`src/hw/rtl/mmex_pkg.sv`:
```
// Package for the multiset mex tracker.
// Holds field widths, command codes and the bitmap word layout.
// No dependencies.
package mmex_pkg;

    localparam int VALUE_W    = 10;
    localparam int RESULT_W   = 11;
    localparam int WORD_BITS  = 32;
    localparam int WORD_SHIFT = 5;

    typedef logic [1:0]            cmd_t;
    typedef logic [VALUE_W-1:0]    value_t;
    typedef logic [RESULT_W-1:0]   result_t;
    typedef logic [WORD_BITS-1:0]  word_t;
    typedef logic [WORD_SHIFT-1:0] bit_pos_t;

    localparam cmd_t CMD_ADD    = 2'd0;
    localparam cmd_t CMD_REMOVE = 2'd1;
    localparam cmd_t CMD_QUERY  = 2'd2;

    typedef struct packed {
        logic     found;
        bit_pos_t pos;
    } ffz_res_t;

endpackage

```
`src/hw/rtl/mmex_ffz.sv`:
```
// Find-first-zero unit over one presence bitmap word.
// Halving search, one level per position bit.
// Depends on mmex_pkg.
module mmex_ffz
(
    input  mmex_pkg::word_t    word,
    output mmex_pkg::ffz_res_t res
);

    always_comb
    begin
        mmex_pkg::word_t    w;
        mmex_pkg::word_t    mask;
        mmex_pkg::bit_pos_t pos;
        w   = word;
        pos = '0;
        for (int lvl = mmex_pkg::WORD_SHIFT - 1; lvl >= 0; lvl--)
        begin
            mask = (mmex_pkg::word_t'(1) << (1 << lvl)) - mmex_pkg::word_t'(1);
            if (((~w) & mask) == '0)
            begin
                w        = w >> (1 << lvl);
                pos[lvl] = 1'b1;
            end
        end
        res.found = (~word) != '0;
        res.pos   = pos;
    end

endmodule

```
`config.mk`:
```
export PLATFORM = sky130hd
export DESIGN_NAME = mmex_ffz
export DESIGN_NICKNAME = d
export VERILOG_FILES = /design/src/hw/rtl/mmex_pkg.sv /design/src/hw/rtl/mmex_ffz.sv
export SDC_FILE = /design/constraint.sdc
export NUM_CORES = 1
export LEC_CHECK = 0
export BUFFER_PORTS_ARGS = -buffer_cell sky130_fd_sc_hd__buf_2
export CAP_MARGIN = 20
export CORE_AREA = 2 2 39 41
export DETAILED_ROUTE_END_ITERATION = 16
export DIE_AREA = 0 0 41 43
export GPL_ROUTABILITY_DRIVEN = 0
export MAX_ROUTING_LAYER = met4
export PLACE_DENSITY = 0.75
export SLEW_MARGIN = 25
export SYNTH_ARGS = -nofsm -noshare
export SYNTH_HDL_FRONTEND = slang
export SYNTH_SLANG_ARGS = --single-unit
```
`constraint.sdc`:
```
create_clock -name vclk -period 4
set_input_delay 0.8 -clock vclk [all_inputs]
set_output_delay 0.8 -clock vclk [all_outputs]
set_load 0.01 [all_outputs]
```
==> impl_metrics.py, run 1 <==
metrics = {
    "yosys": {
        "ys_types": 25,
        "yosys.area_share.adder_pct": 0,
        "synth_top_family_by_area": "simple AND/OR/NAND/NOR gates",
        "synth-xor-area-share_pct": 0,
        "synth_nets": 94,
        "yosysWarnings": 0,
        "syn_avg_cell_area_sq_um": 6.07,
        "synth_area_leaders": "nand4_1 (12%), and4_1 (9.3%), o21ai_0 (9.3%), nand3_1 (8.0%), a21oi_1 (6.6%)",
        "synthSimpleGateAreaFrac_pct": 56.8,
        "synth_top_area_share_pct": 11.6,
        "synth_mux_area_share_pct": 2.66,
        "synth_top_area_cell": "nand4_1",
        "synth_compound_area_share_pct": 36.2,
        "synthCells": 62,
        "synth_common_cells": "nand4_1 (7), o21ai_0 (7), nand3_1 (6)",
        "netlist_area_sq_um": 377,
        "ys_seq_area_share_pct": 0,
    },
    "floorplanning": {
        "die_h_um": 43,
        "fp.dieArea_sq_um": 1760,
        "die_x_um": 41,
        "pin_count": 38,
        "coreArea_sq_um": 1380,
        "rows": 14,
        "start_util_pct": 27.2,
    },
    "timing": {
        "setup_violations": 0,
        "relSlewSlack_pct": 75.5,
        "fmax_mhz": 304,
        "min_period_ns": 3.29,
        "drv_slew": 0,
        "finalCritPeriodShare_pct": 82.2,
        "worstMarginPinSlew_ns": 0.364,
        "finalSetupTns_ns": 0,
        "final_hold_viol_count": 0,
        "rsz0062_at_grt": "false",
    },
    "cells_and_area": {
        "synthToLayoutAreaGrowth_pct": 54.5,
        "layout.nets": 133,
        "post-route-util_pct": 42.0,
        "seq_cells": 0,
        "n_clock_buffer": 0,
        "seqCellArea_sq_um": 0,
        "drive_above_1_share_pct": 41.4,
        "diodes": 0,
        "nFillCells": 148,
        "multi_input_area_sq_um": 360,
    },
    "power_and_ir_drop": {
        "netSwitchingFraction_pct": 51.7,
        "combPwrFrac_pct": 100.0,
        "clockPowerShare_pct": 0,
        "pwr_density_cell_nw_per_um2": 68.1,
        "p_seq_share_pct": 0,
        "leakage_nw": 0.256,
        "switchingPower_mw": 0.0205,
        "internal-power_mw": 0.0191,
        "peakVddDrop_mv": 0.0232,
    },
    "critical_path": {
        "critPathMaxFanout": 8,
        "crit_arrival_ns": 2.49,
        "start_kind": "input pin",
        "end_kind": "primary output",
        "critPathKind": "input pin to primary output",
        "cp.required_ns": 3.20,
    },
    "global_routing": {
        "antenna_found_initial": 0,
        "grt_pass1_vias": 538,
        "grt_use_total_pct": 14.6,
        "grt_pass1_wl_um": 1900,
        "grt-ovfl-total": 0,
        "grt_start_max_net_pins": 9,
    },
    "hold_path": {
        "worstHoldPathType": "input pin to primary output",
    },
    "route": {
        "drtIter0Drc": 19,
        "ant_nets": 0,
        "viasPerCell": 5.72,
        "dr_total_vias": 658,
        "route.detailed.drc": 0,
        "wl_per_cell_um": 11.8,
        "totalWireLength_um": 1350,
        "drt_pre_antenna_iters": 4,
    },
    "run": {
        "cap_violations": 0,
    },
    "status": {
        "status": "complete, no violations",
    },
    "placement": {
        "hpwl_um": 1200,
        "port_buffers": 38,
    },
    "cts": {
        "cts_resized": 0,
        "cts_hold_buf": 0,
        "post-cts-setup-buffers": 0,
    },
}
## cell families (layout without fill, tap and decap cells)
logic type             after synthesis  in the layout
AND/OR/NAND/NOR                     35             35
multiplexers                         1              1
buffers and inverters                4             41
AO/OA/AOI/OAI                       22             22
## power by group through the flow
stage	Clock [mW]	Sequential, mW	Combinational, mW
3_5_place_dp	0	0	0.0394
3_3_place_gp	0	0	0.0390
5_1_grt	0	0	0.0432
6_report	0	0	0.0396
2_1_floorplan	0	0	0.0140
4_1_cts	0	0	0.0396
## critical path: stages
cell and delay, ns:
buf_2 0.11, nand4_2 0.15, or4_1 0.69, o211ai_1 0.22
a31oi_1 0.12, o221ai_2 0.19, nor2b_1 0.07, buf_2 0.14
## cell type report
cell class / instances / share of cell area [%]
inverter: 3 / 1.94
multi-input combinational: 58 / 61.9
tap: 16 / 3.44
timing repair buffer: 38 / 32.7
## per-stage QoR
step                      worst slack [ns]  hold slack [ns]  instances  area [sq um]  power [mW]
after floorplan                       1.07             1.71         62           377      0.0140
after global placement               0.767             1.96        115           582      0.0390
after global routing                 0.598             1.97        115           582      0.0432
after CTS                            0.718             1.96        115           582      0.0396
after detailed placement             0.717             1.96        115           582      0.0394
final                                0.712             1.96        115           582      0.0396
## cell usage in the layout (no fill, tap or decap), types with 2 or more instances in the layout
cell type,netlist,routed
o31ai_1,2,2
nand3_1,6,6
a21oi_1,5,5
buf_2,1,38
a31oi_1,3,3
nand4_1,7,7
inv_1,3,3
and4_1,4,4
o21a_1,2,2
nor2_1,5,5
o21ai_0,7,7
nand2_1,4,4
## metal layers
layer,GRT usage (%),share of wire (%),vias up
met5,-,0,-
met4,0,0,0
met3,0,8.3,0
met2,28.4,48,32
met1,16.5,43,297
li1,-,-,329
## path summary, 6_finish.rpt
path	slack (ns)	to	cells after the start	startpoint
setup / recovery	0.71	res[1]	8	word[11]
hold / removal	1.96	res[0]	4	word[0]
Power figures use the tool's default switching activity.
==> run 2: changes to the inputs <==
Settings changed: PLACE_DENSITY 0.75 to 0.78.
Clock period 4 ns to 2.8 ns, I/O delays scaled along.
==> impl_metrics.py, run 2 (synthesized netlist as in run 1, its figures left out) <==
metrics = {
    "timing": {
        "rsz0062_at_grt": "false",
        "setup_violations": 0,
        "relSlewSlack_pct": 76.5,
        "final_hold_viol_count": 0,
        "fmax_mhz": 373,
        "finalSetupTns_ns": 0,
        "finalCritPeriodShare_pct": 95.7,
        "min_period_ns": 2.68,
        "worstMarginPinSlew_ns": 0.350,
        "drv_slew": 0,
    },
    "critical_path": {
        "critPathMaxFanout": 8,
        "critPathKind": "input pin to primary output",
        "crit_arrival_ns": 2.12,
        "cp.required_ns": 2.24,
        "start_kind": "input pin",
        "end_kind": "primary output",
    },
    "cells_and_area": {
        "seqCellArea_sq_um": 0,
        "final_cell_mix": "buf_2 (38), nand4_1 (7), o21ai_0 (7)",
        "drive_above_1_share_pct": 43.6,
        "seq_cells": 0,
        "n_clock_buffer": 0,
        "diodes": 0,
        "post-route-util_pct": 43.4,
        "layout.nets": 135,
        "synthToLayoutAreaGrowth_pct": 59.5,
        "final_common_cell": "buf_2",
        "layoutNonFillerInstCount": 117,
    },
    "route": {
        "top_layer": "met4",
        "dr_total_vias": 684,
        "wl_per_cell_um": 12.2,
        "route.detailed.drc": 0,
        "wl_met2_um": 679,
        "drtIter0Drc": 20,
        "ant_nets": 0,
        "wl_met3_um": 128,
        "totalWireLength_um": 1420,
        "wl_met1_um": 599,
        "viasPerCell": 5.85,
        "drt_pre_antenna_iters": 4,
    },
    "global_routing": {
        "grt_pass1_vias": 531,
        "grt-ovfl-total": 0,
        "antenna_found_initial": 0,
        "grt_pass1_wl_um": 2000,
        "grt_start_max_net_pins": 9,
        "grt_use_total_pct": 15.8,
    },
    "hold_path": {
        "worstHoldPathType": "input pin to primary output",
        "holdPathStages": 4,
    },
    "floorplanning": {
        "coreArea_sq_um": 1380,
        "die_x_um": 41,
        "rows": 14,
        "fp.dieArea_sq_um": 1760,
        "start_util_pct": 27.2,
        "pin_count": 38,
        "die_h_um": 43,
    },
    "power_and_ir_drop": {
        "pwr_density_cell_nw_per_um2": 96.6,
        "peakVddDrop_mv": 0.0338,
        "leakage_nw": 0.267,
        "p_total_mw": 0.0580,
    },
    "placement": {
        "dp_cells": 117,
        "port_buffers": 38,
    },
    "cts": {
        "cts_hold_buf": 0,
        "post-cts-setup-buffers": 0,
    },
    "status": {
        "status": "complete, no violations",
    },
    "run": {
        "cap_violations": 0,
    },
}
[run 2: repair_timing]
action,CTS,global route
endpoints found under the hold margin,0,0
pin swaps,0,1
gates resized for setup,1,0
setup endpoints to repair,1,2
[run 2: cell type report]
cell class | count | area (sq um)
fill | 141 | 783
multi-input combinational | 58 | 364
timing repair buffer | 40 | 205
tap | 16 | 20.0
inverter | 3 | 11.3
[run 2: worst paths after layout]
| kind | startpoint | endpoint | slack (ns) |
|---|---|---|---|
| worst max-delay path | word[14] | res[1] | 0.12 |
| worst min-delay path | word[0] | res[0] | 1.48 |
[run 2: routing by layer]
metal	GRT usage, %	up-vias
met5	-	-
met4	2.00	0
met3	0	2
met2	27.8	46
met1	19.6	304
li1	-	332
[run 2: where the power goes]
part | total (mW) | switching [mW] | internal (mW) | leakage (nW)
Sequential | 0 | 0 | 0 | 0
Clock | 0 | 0 | 0 | 0
Combinational | 0.0580 | 0.0302 | 0.0278 | 0.267
[run 2: metrics by stage]
| stage | hold slack, ns | instance area, sq um | worst slack [ns] |
|---|---|---|---|
| after floorplan | 1.23 | 377 | 0.346 |
| after global placement | 1.48 | 597 | 0.0574 |
| after detailed placement | 1.48 | 597 | -0.00467 |
| after CTS | 1.48 | 601 | 0.0957 |
| after global routing | 1.50 | 601 | 0.0289 |
| final | 1.48 | 601 | 0.121 |
[run 2: worst max-delay path, stage by stage]
cell and delay [ns]:
buf_2 0.10, nand4_1 0.13, or4_4 0.61, o211ai_1 0.20, a31oi_1 0.12, o221ai_2 0.18, nor2b_1 0.06, buf_2 0.14
==> run 3: changes to the inputs <==
Settings changed: PLACE_DENSITY 0.78 to not set, PLACE_DENSITY_LB_ADDON set to 0.12.
==> impl_metrics.py, run 3 (synthesized netlist as in run 1, its figures left out) <==
metrics = {
    "power_and_ir_drop": {
        "pwr_density_cell_nw_per_um2": 96.9,
        "internal-power_mw": 0.0290,
        "switchingPower_mw": 0.0314,
        "netSwitchingFraction_pct": 52.0,
        "p_seq_share_pct": 0,
        "combPwrFrac_pct": 100.0,
        "p_total_mw": 0.0604,
        "leakage_nw": 0.280,
        "peakVddDrop_mv": 0.0397,
        "clockPowerShare_pct": 0,
    },
    "global_routing": {
        "grt-ovfl-total": 0,
        "grt_use_total_pct": 17.6,
        "grt_start_max_net_pins": 9,
        "grt_pass1_wl_um": 2260,
        "grt_pass1_vias": 590,
        "antenna_found_initial": 0,
    },
    "hold_path": {
        "worstHoldPathType": "input pin to primary output",
        "holdPathStages": 4,
        "min_from": "word[0]",
    },
    "cells_and_area": {
        "synthToLayoutAreaGrowth_pct": 65.4,
        "post-route-util_pct": 45.0,
        "drive_above_1_share_pct": 45.1,
        "seqCellArea_sq_um": 0,
        "n_clock_buffer": 0,
        "seq_cells": 0,
        "diodes": 0,
        "layoutNonFillerInstCount": 118,
        "final_cell_mix": "buf_2 (38), nand4_1 (7), o21ai_0 (7)",
        "nFillCells": 162,
        "stdcell_area_sq_um": 623,
        "final_common_cell": "buf_2",
        "layout.nets": 136,
    },
    "floorplanning": {
        "pin_count": 38,
        "die_h_um": 43,
        "die_x_um": 41,
        "rows": 14,
        "fp.dieArea_sq_um": 1760,
        "coreArea_sq_um": 1380,
        "start_util_pct": 27.2,
    },
    "timing": {
        "min_period_ns": 2.70,
        "drv_slew": 0,
        "relSlewSlack_pct": 75.8,
        "final_hold_viol_count": 0,
        "worstMarginPinSlew_ns": 0.361,
        "finalCritPeriodShare_pct": 96.5,
        "setup_violations": 0,
        "rsz0062_at_grt": "false",
        "finalSetupTns_ns": 0,
        "whs_ns": 1.48,
        "setup_ws_ns": 0.0986,
        "fmax_mhz": 370,
    },
    "placement": {
        "port_buffers": 38,
        "dp_cells": 118,
        "dpl_cell_area_sq_um": 604,
        "hpwl_um": 1270,
        "dp_slack_ns": -0.0361,
    },
    "critical_path": {
        "critPathCapture": "res[1]",
        "start_kind": "input pin",
        "cp.required_ns": 2.24,
        "critPathKind": "input pin to primary output",
        "critPathMaxStageDelay_ns": 0.60,
        "cpMaxStageDelayCell": "or4_4",
        "crit_chain": "buf_2 -> nand4_1 -> or4_4 -> o211ai_1 -> a31oi_2 -> o221ai_2 -> nor2b_1 -> buf_2",
        "critPathMaxFanout": 8,
        "cpMostUsedCell": "buf_2",
        "crit_arrival_ns": 2.14,
        "startpoint": "word[6]",
        "end_kind": "primary output",
    },
    "route": {
        "drt_pre_antenna_iters": 4,
        "route.detailed.drc": 0,
        "drtIter0Drc": 16,
        "ant_nets": 0,
        "totalWireLength_um": 1460,
        "viasPerCell": 5.78,
        "wl_per_cell_um": 12.3,
        "dr_total_vias": 682,
    },
    "cts": {
        "cts_hold_buf": 0,
        "post-cts-setup-buffers": 0,
    },
    "status": {
        "status": "complete, no violations",
    },
    "run": {
        "cap_violations": 0,
    },
}
[run 3: final cells by class]
cell class	count	area (sq um)	share of cell area, %
multi-input cells	58	379	60.8
repair buffers	41	213	34.1
well taps	16	20.0	3.21
inverters	3	11.3	1.81
[run 3: per-layer routing]
layer / wire [um] / GRT usage (%) / up-vias
met5: 0 / - / -
met4: 7 / 2.67 / 0
met3: 139 / 1.57 / 2
met2: 736 / 31.6 / 34
met1: 571 / 20.3 / 313
li1: - / - / 333
[run 3: how the worst min path moves through the flow]
stage               endpoint  slack, ns
floorplan             res[0]       1.23
global placement      res[0]       1.48
detailed placement    res[0]       1.49
CTS                   res[0]       1.49
global route          res[0]       1.51
finish                res[0]       1.48
[run 3: critical path, delay by kind of cell]
kind | cells | cell delay, ns
buf+inv | 2 | 0.24
compound gates | 3 | 0.54
simple gates | 3 | 0.81
[run 3: power by group through the flow]
stage,combinational [mW],sequential (mW),clock [mW]
after detailed placement,0.0585,0,0
after global placement,0.0583,0,0
final,0.0604,0,0
after floorplan,0.0200,0,0
after CTS,0.0590,0,0
after global routing,0.0665,0,0
[run 3: what timing repair did]
item                       CTS  global route
pin swaps                    0             1
setup endpoints to repair    2             2
gates resized for setup      1             2
